--- src/rtl/rsc_pkg.sv ---
// shared types, constants and fixed-point helpers for the string resonator comb
`default_nettype none
package rsc_pkg;

  localparam int SampleW = 24;
  localparam int CoefW   = 18;
  localparam int ProdW   = SampleW + CoefW;
  localparam int RndW    = ProdW - 15;
  localparam int SumW    = RndW + 1;

  localparam int CfgIdxW  = 2;
  localparam int CfgDataW = 18;

  localparam logic [CfgIdxW-1:0] REG_DELAY_SAMPLES = 2'd0;
  localparam logic [CfgIdxW-1:0] REG_ALLPASS_COEF  = 2'd1;
  localparam logic [CfgIdxW-1:0] REG_FEEDBACK_GAIN = 2'd2;

  localparam logic [16:0]       Q16_ONE_U = 17'd65536;
  localparam logic signed [17:0] Q16_ONE_S = 18'sd65536;

  typedef logic signed [SampleW-1:0] sample_t;
  typedef logic signed [ProdW-1:0]   prod_t;
  typedef logic signed [RndW-1:0]    rnd_t;
  typedef logic signed [SumW-1:0]    sum_t;

  // control of the shared multiplier
  typedef struct packed {
    logic                      en;
    logic signed [SampleW-1:0] op_a;
    logic signed [CoefW-1:0]   op_b;
  } mul_req_t;

  // clamp to the signed 24-bit range
  function automatic sample_t sat24(input sum_t v);
    sample_t r;
    if (v > sum_t'(24'sh7FFFFF)) begin
      r = 24'sh7FFFFF;
    end else if (v < sum_t'(24'sh800000)) begin
      r = 24'sh800000;
    end else begin
      r = v[SampleW-1:0];
    end
    return r;
  endfunction

  // q1.16 product rounded half up
  function automatic rnd_t rnd_q16(input prod_t p);
    logic signed [ProdW:0] t;
    t = (ProdW+1)'(p) + (ProdW+1)'(32768);
    return t[ProdW:16];
  endfunction

endpackage
`default_nettype wire

--- src/rtl/rsc_mul.sv ---
// shared signed 24x18 multiplier with registered product
`default_nettype none
module rsc_mul (
  input  wire logic             clk_i,
  input  wire rsc_pkg::mul_req_t req_i,
  output      rsc_pkg::prod_t   prod_o
);

  rsc_pkg::prod_t prod_q;

  always_ff @(posedge clk_i) begin
    if (req_i.en) begin
      prod_q <= rsc_pkg::ProdW'(req_i.op_a) * rsc_pkg::ProdW'(req_i.op_b);
    end
  end

  assign prod_o = prod_q;

endmodule
`default_nettype wire

--- config.mk ---
export PLATFORM = sky130hd
export DESIGN_NAME = rsc_mul
export DESIGN_NICKNAME = d
export VERILOG_FILES = /design/src/rtl/rsc_pkg.sv /design/src/rtl/rsc_mul.sv
export SDC_FILE = /design/constraint.sdc
export NUM_CORES = 1
export LEC_CHECK = 0
export ABC_AREA = 1
export BUFFER_PORTS_ARGS = -buffer_cell sky130_fd_sc_hd__buf_2
export CORE_MARGIN = 2
export CORE_UTILIZATION = 29
export CTS_BUF_LIST = sky130_fd_sc_hd__clkbuf_8
export CTS_CLUSTER_SIZE = 10
export DETAILED_ROUTE_END_ITERATION = 12
export HOLD_SLACK_MARGIN = 0.15
export PLACE_DENSITY = 0.56
export SYNTH_ARGS = -nofsm -noshare
export SYNTH_HDL_FRONTEND = slang
export SYNTH_SLANG_ARGS = --single-unit
--- constraint.sdc ---
create_clock -name clk_i -period 7.3 [get_ports clk_i]
set_input_delay 1.095 -clock clk_i [delete_from_list [all_inputs] [get_ports clk_i]]
set_output_delay 1.095 -clock clk_i [all_outputs]
set_load 0.05 [all_outputs]
==> impl_metrics.ini, run 1 <==
[status]
status = finished clean

[grt]
grt_pass1_wl_um = 80400
grt_max_degree = 43
grt_pass1_vias = 14900
top_usage_layer = met2
use_met3_pct = 1.33
gr-usage-all-layers_pct = 16.3
antenna_found_initial = 3
grt.met1_usage_pct = 20.6
met2_usage_pct = 29.4
grt_overflow = 0

[hold_path]
worstHoldPathCells = 4
hold_class = in -> reg

[logic_synthesis]
syn_nets = 2883
syn_area_um2 = 18000
synth-compound-area-share_pct = 1.58
synth_xor_area_share_pct = 1.22
synth-simple-area-share_pct = 17.9
yosys.area_share.adder_pct = 54.5
synth-seq-area-share_pct = 7.00
syn_avg_cell_area_um2 = 7.80
ys_ff_latch = 42
yosys_warnings = 0
netlist_top_cells_area = fa_1, inv_1, nand2_1
synth_cell_type_count = 34
synthMuxAreaShare_pct = 0
synth_top_family_by_area = adder cells
synth_top_area_share_pct = 47.2
synth_cells = 2309
synth_top_cell_by_area = fa_1

[clock_network]
cts_tree = done
cts_sinks = 42
numCtsBuffers = 5
cts_buffer_depth = 2
postCtsHoldBufs = 0
post_cts_buffers = 0
cts_resized = 0
cts_root_buf = clkbuf_8
cts_max_level = 2
clkTransAtPathRegs_ns = 0.09

[routing]
num_vias = 13800
drt_iter0_drc = 696
post_drt_wl_per_cell_um = 15.5
viasPerCell = 4.33
drtAntennaViolNets = 0
drt_pass1_iterations = 5
routed_wl_um = 49300
drc = 0

[setup_path]
worstPathCellList = buf_2, nand2_1, fa_1, inv_1, fa_1, inv_1, fa_1, fa_1, inv_1, fa_1, inv_1, fa_1, inv_1, ha_1, nand2_1, nor2_1, nand2_1, nor3_1, nand2_1, nand3_1, nand2_1
cp-endpoint = prod_o[37]
arrival_ns = 6.79
worstPathMaxFanout = 16
crit_path_start_kind = input pin
path_buf_inv = 6
cpLargestDelayFamily = adder cells
endpoint_kind = flip-flop
criticalPathCategory = in -> reg
critPathRequiredTime_ns = 7.38
path_depth = 21
max_stage_delay_ns = 0.64
crit_top_cell = fa_1
cp_slowest_cell = fa_1
crit_start = req_i[7]

[sta]
hold_viol_final = 0
worstMarginPinSlew_ns = 1.02
fin_crit_sh_pct = 91.9
rsz0062_at_grt = no
finalHoldWorstSlack_ns = 1.45
drv_slew = 0
fin_setup_tns_ns = 0
slew_headroom_pct = 31.9
fmax_mhz = 149
period_needed_ns = 6.71
setup_violations = 0

[placement]
portBuffers = 85
hpwlAfterDp_um = 41200
gp_congestion = 0.888
place_area_um2 = 19400

[finish]
layout_common_cells = inv_1, nand2_1, fa_1
drive_gt1_share_pct = 6.19
synthToLayoutAreaGrowth_pct = 8.23
stdcell_area_um2 = 19500
finalNetCount = 2917
final_common_cell = inv_1
largest_register_ffs = 42

[job]
drv_cap = 0

[floorplan]
start_util_pct = 29.3
die_area_um2 = 64200
die_x_um = 253
num_rows = 91
core-area_um2 = 61600
chipHeight_um = 253
num_io_pins = 86
[layout make-up]
type	count	area, um^2
Inverter	769	2890
Clock buffer	5	68.8
Tap cell	837	1050
Clock inverter	3	41.3
Timing Repair Buffer	111	633
Antenna cell	3	7.51
Sequential cell	42	1260
Fill cell	6676	42100
Multi-Input combinational cell	1414	13600
[tightest hold or removal path, cell delays in order]
cell and delay, ns:
buf_2 0.14, buf_4 0.21, nand2_1 0.10, inv_1 0.04
[worst min path at each step]
stage | startpoint | end
after floorplan | req_i[42] | prod_o[0]
final | req_i[18] | prod_o[0]
after global routing | req_i[18] | prod_o[0]
after global placement | prod_o[3] | prod_o[3]
after detailed placement | prod_o[15] | prod_o[15]
after CTS | req_i[18] | prod_o[0]
[synth_stat cells]
cell,instances
nor2_2,5
nor3b_1,1
or2_1,1
fa_1,425
nand2b_4,1
a21o_1,1
o21ai_0,1
o21bai_2,1
nand4_1,7
nand2b_1,2
nor3_2,3
o21ai_2,1
nor2_1,76
o21bai_1,10
ha_1,105
o21bai_4,1
nor3_1,6
edfxtp_1,42
a21oi_1,26
xnor2_1,7
inv_1,764
nand3_1,42
o21ai_1,4
clkbuf_1,84
or2_2,6
nand2_2,2
xor2_1,18
nand3_2,2
a21oi_2,1
nand3b_1,4
clkinv_1,1
inv_2,4
nor4_1,1
nand2_1,654
[per-layer routing]
metal / vias to the layer above / part of all wire [%] / routed length, um
met3: 67 / 4.9 / 2420
met4: 0 / 3.5 / 1710
met5: - / 0 / 0
met2: 360 / 50 / 24800
li1: 6436 / - / -
met1: 6914 / 41 / 20400
[cells by family after synthesis]
family,count (synthesis)
AOI/OAI and AO/OA,46
xor gates and xnor gates,25
adders and majority gates,530
buffers and inverters,853
DFF,42
and+or+nand+nor,813
[metrics by stage]
stage                     util [%]  setup slack, ns  cells
after detailed placement      31.5            0.253   3173
final                         31.7            0.588   3184
after CTS                     31.7            0.571   3181
after global routing          31.7            0.200   3181
after global placement        31.5            0.251   3173
after floorplan                  -            0.712   2309
Power of run 1 is not shown: default switching activity piles up to over one toggle a cycle in this logic, so the estimate is an artifact.
==> run 2: changes to the inputs <==
==> constraint.sdc (replaced) <==
create_clock -name clk_i -period 7.3 [get_ports clk_i]
set_input_delay 0 -clock clk_i [delete_from_list [all_inputs] [get_ports clk_i]]
set_output_delay 0 -clock clk_i [all_outputs]
set_load 0.05 [all_outputs]
==> run 2 against run 1 <==
Against the previous run:
- critical path depth unchanged
- maximum frequency increased by 16%
- worst setup slack improved by 0.95 ns
- die area unchanged
- non-clock buffer count decreased by 24
- first-iteration DRC count increased by 12%
- clock-buffer cell count unchanged
- utilization decreased by 0.35 points
- sequential share of layout area increased by 0.073 points
- worst hold slack got worse by 1.2 ns
- global-route usage decreased by 0.47 points
- cell count decreased by 0.85%
==> impl_metrics.ini, run 2 (synthesis results as in run 1) <==
[status]
status = finished clean

[clock_network]
numCtsBuffers = 5
postCtsHoldBufs = 0
cts_root_buf = clkbuf_8
cts_buffer_depth = 2
cts_sinks = 42
clkTransAtPathRegs_ns = 0.09
post_cts_buffers = 0
cts_max_level = 2
cts_resized = 0
cts_tree = done

[setup_path]
critPathRequiredTime_ns = 7.38
arrival_ns = 5.84
crit_path_start_kind = input pin
worstPathCellList = buf_2, nand2_1, fa_1, inv_1, fa_1, inv_1, fa_1, inv_1, fa_1, inv_1, fa_1, inv_1, fa_1, ha_1, inv_1, nor3_1, nand3_1, nor2_1, nand3b_1, nand4_1, nand2_1
worstPathMaxFanout = 24
cp_slowest_cell = fa_1
endpoint_kind = flip-flop
max_stage_delay_ns = 0.65
criticalPathCategory = in -> reg

[routing]
viasPerCell = 4.26
drt_pass1_iterations = 5
post_drt_wl_per_cell_um = 15.1
drtAntennaViolNets = 0
drc = 0
num_vias = 13400
routed_wl_um = 47700
drt_iter0_drc = 780

[finish]
stdcell_area_um2 = 19300
final_common_cell = inv_1
drive_gt1_share_pct = 5.26
largest_register_ffs = 42
layout_common_cells = inv_1, nand2_1, fa_1
num_antenna_cells = 0
finalNetCount = 2893
synthToLayoutAreaGrowth_pct = 7.02

[floorplan]
num_rows = 91
start_util_pct = 29.3
num_io_pins = 86
core-area_um2 = 61600
die_area_um2 = 64200
die_x_um = 253
chipHeight_um = 253

[hold_path]
hold_class = in -> reg

[grt]
antenna_found_initial = 3
grt_pass1_vias = 14600
use_met3_pct = 1.34
grt_overflow = 0
grt.met1_usage_pct = 20.0
gr-usage-all-layers_pct = 15.8
grt_max_degree = 43
top_usage_layer = met2
grt_pass1_wl_um = 78500
met2_usage_pct = 29.6

[sta]
hold_viol_final = 0
slew_headroom_pct = 35.3
fin_setup_tns_ns = 0
period_needed_ns = 5.76
drv_slew = 0
setup_violations = 0
worstMarginPinSlew_ns = 0.971
rsz0062_at_grt = no
fin_crit_sh_pct = 79.0
fmax_mhz = 173

[placement]
hpwlAfterDp_um = 39500
portBuffers = 85
gp_congestion = 0.866
place_area_um2 = 19200

[job]
drv_cap = 0
run 2: changes by cell type in the layout (fill, tap and decap cells not counted):
| cell | previous run | this run |
|---|---|---|
| inv_1 | 765 | 764 |
| buf_12 | 1 | 0 |
| diode_2 | 3 | 0 |
| buf_4 | 25 | 2 |
| clkinvlp_4 | 1 | 2 |
| bufinv_16 | 1 | 0 |
| inv_6 | 0 | 1 |
run 2: cell type report:
| type | instances | area, um^2 |
|---|---|---|
| Clock buffer | 5 | 68.8 |
| Multi-Input combinational cell | 1414 | 13600 |
| Tap cell | 837 | 1050 |
| Fill cell | 6681 | 42300 |
| Clock inverter | 3 | 23.8 |
| Timing Repair Buffer | 87 | 440 |
| Sequential cell | 42 | 1260 |
| Inverter | 769 | 2890 |
run 2: routing by layer:
metal | part of all wire, % | routed length, um
met3 | 4.1 | 1980
met1 | 43 | 20400
met5 | 0.076 | 36
met4 | 1.4 | 654
met2 | 52 | 24600
run 2: path summary, 6_finish.rpt:
check / depth (start not counted) / slack [ns] / endpoint / startpoint
max: 21 / 1.54 / prod_o[40] / req_i[6]
min: 3 / 0.27 / prod_o[0] / req_i[18]
run 2: worst max-delay path, delay by kind of cell:
kind	cells	cell delay, ns
adders and majority gates	7	3.59
and+or+nand+nor	7	1.23
buffers and inverters	7	0.99
run 2: stage by stage:
step / setup WS [ns] / cells / hold slack, ns / util, %
after global placement: 1.27 / 3149 / 0.537 / 31.2
final: 1.54 / 3157 / 0.268 / 31.3
after detailed placement: 1.26 / 3149 / 0.540 / 31.2
after CTS: 1.57 / 3157 / 0.267 / 31.3
after floorplan: 1.81 / 2309 / 0.112 / -
after global routing: 1.13 / 3157 / 0.301 / 31.3
Power of run 2 is left out for the same reason.
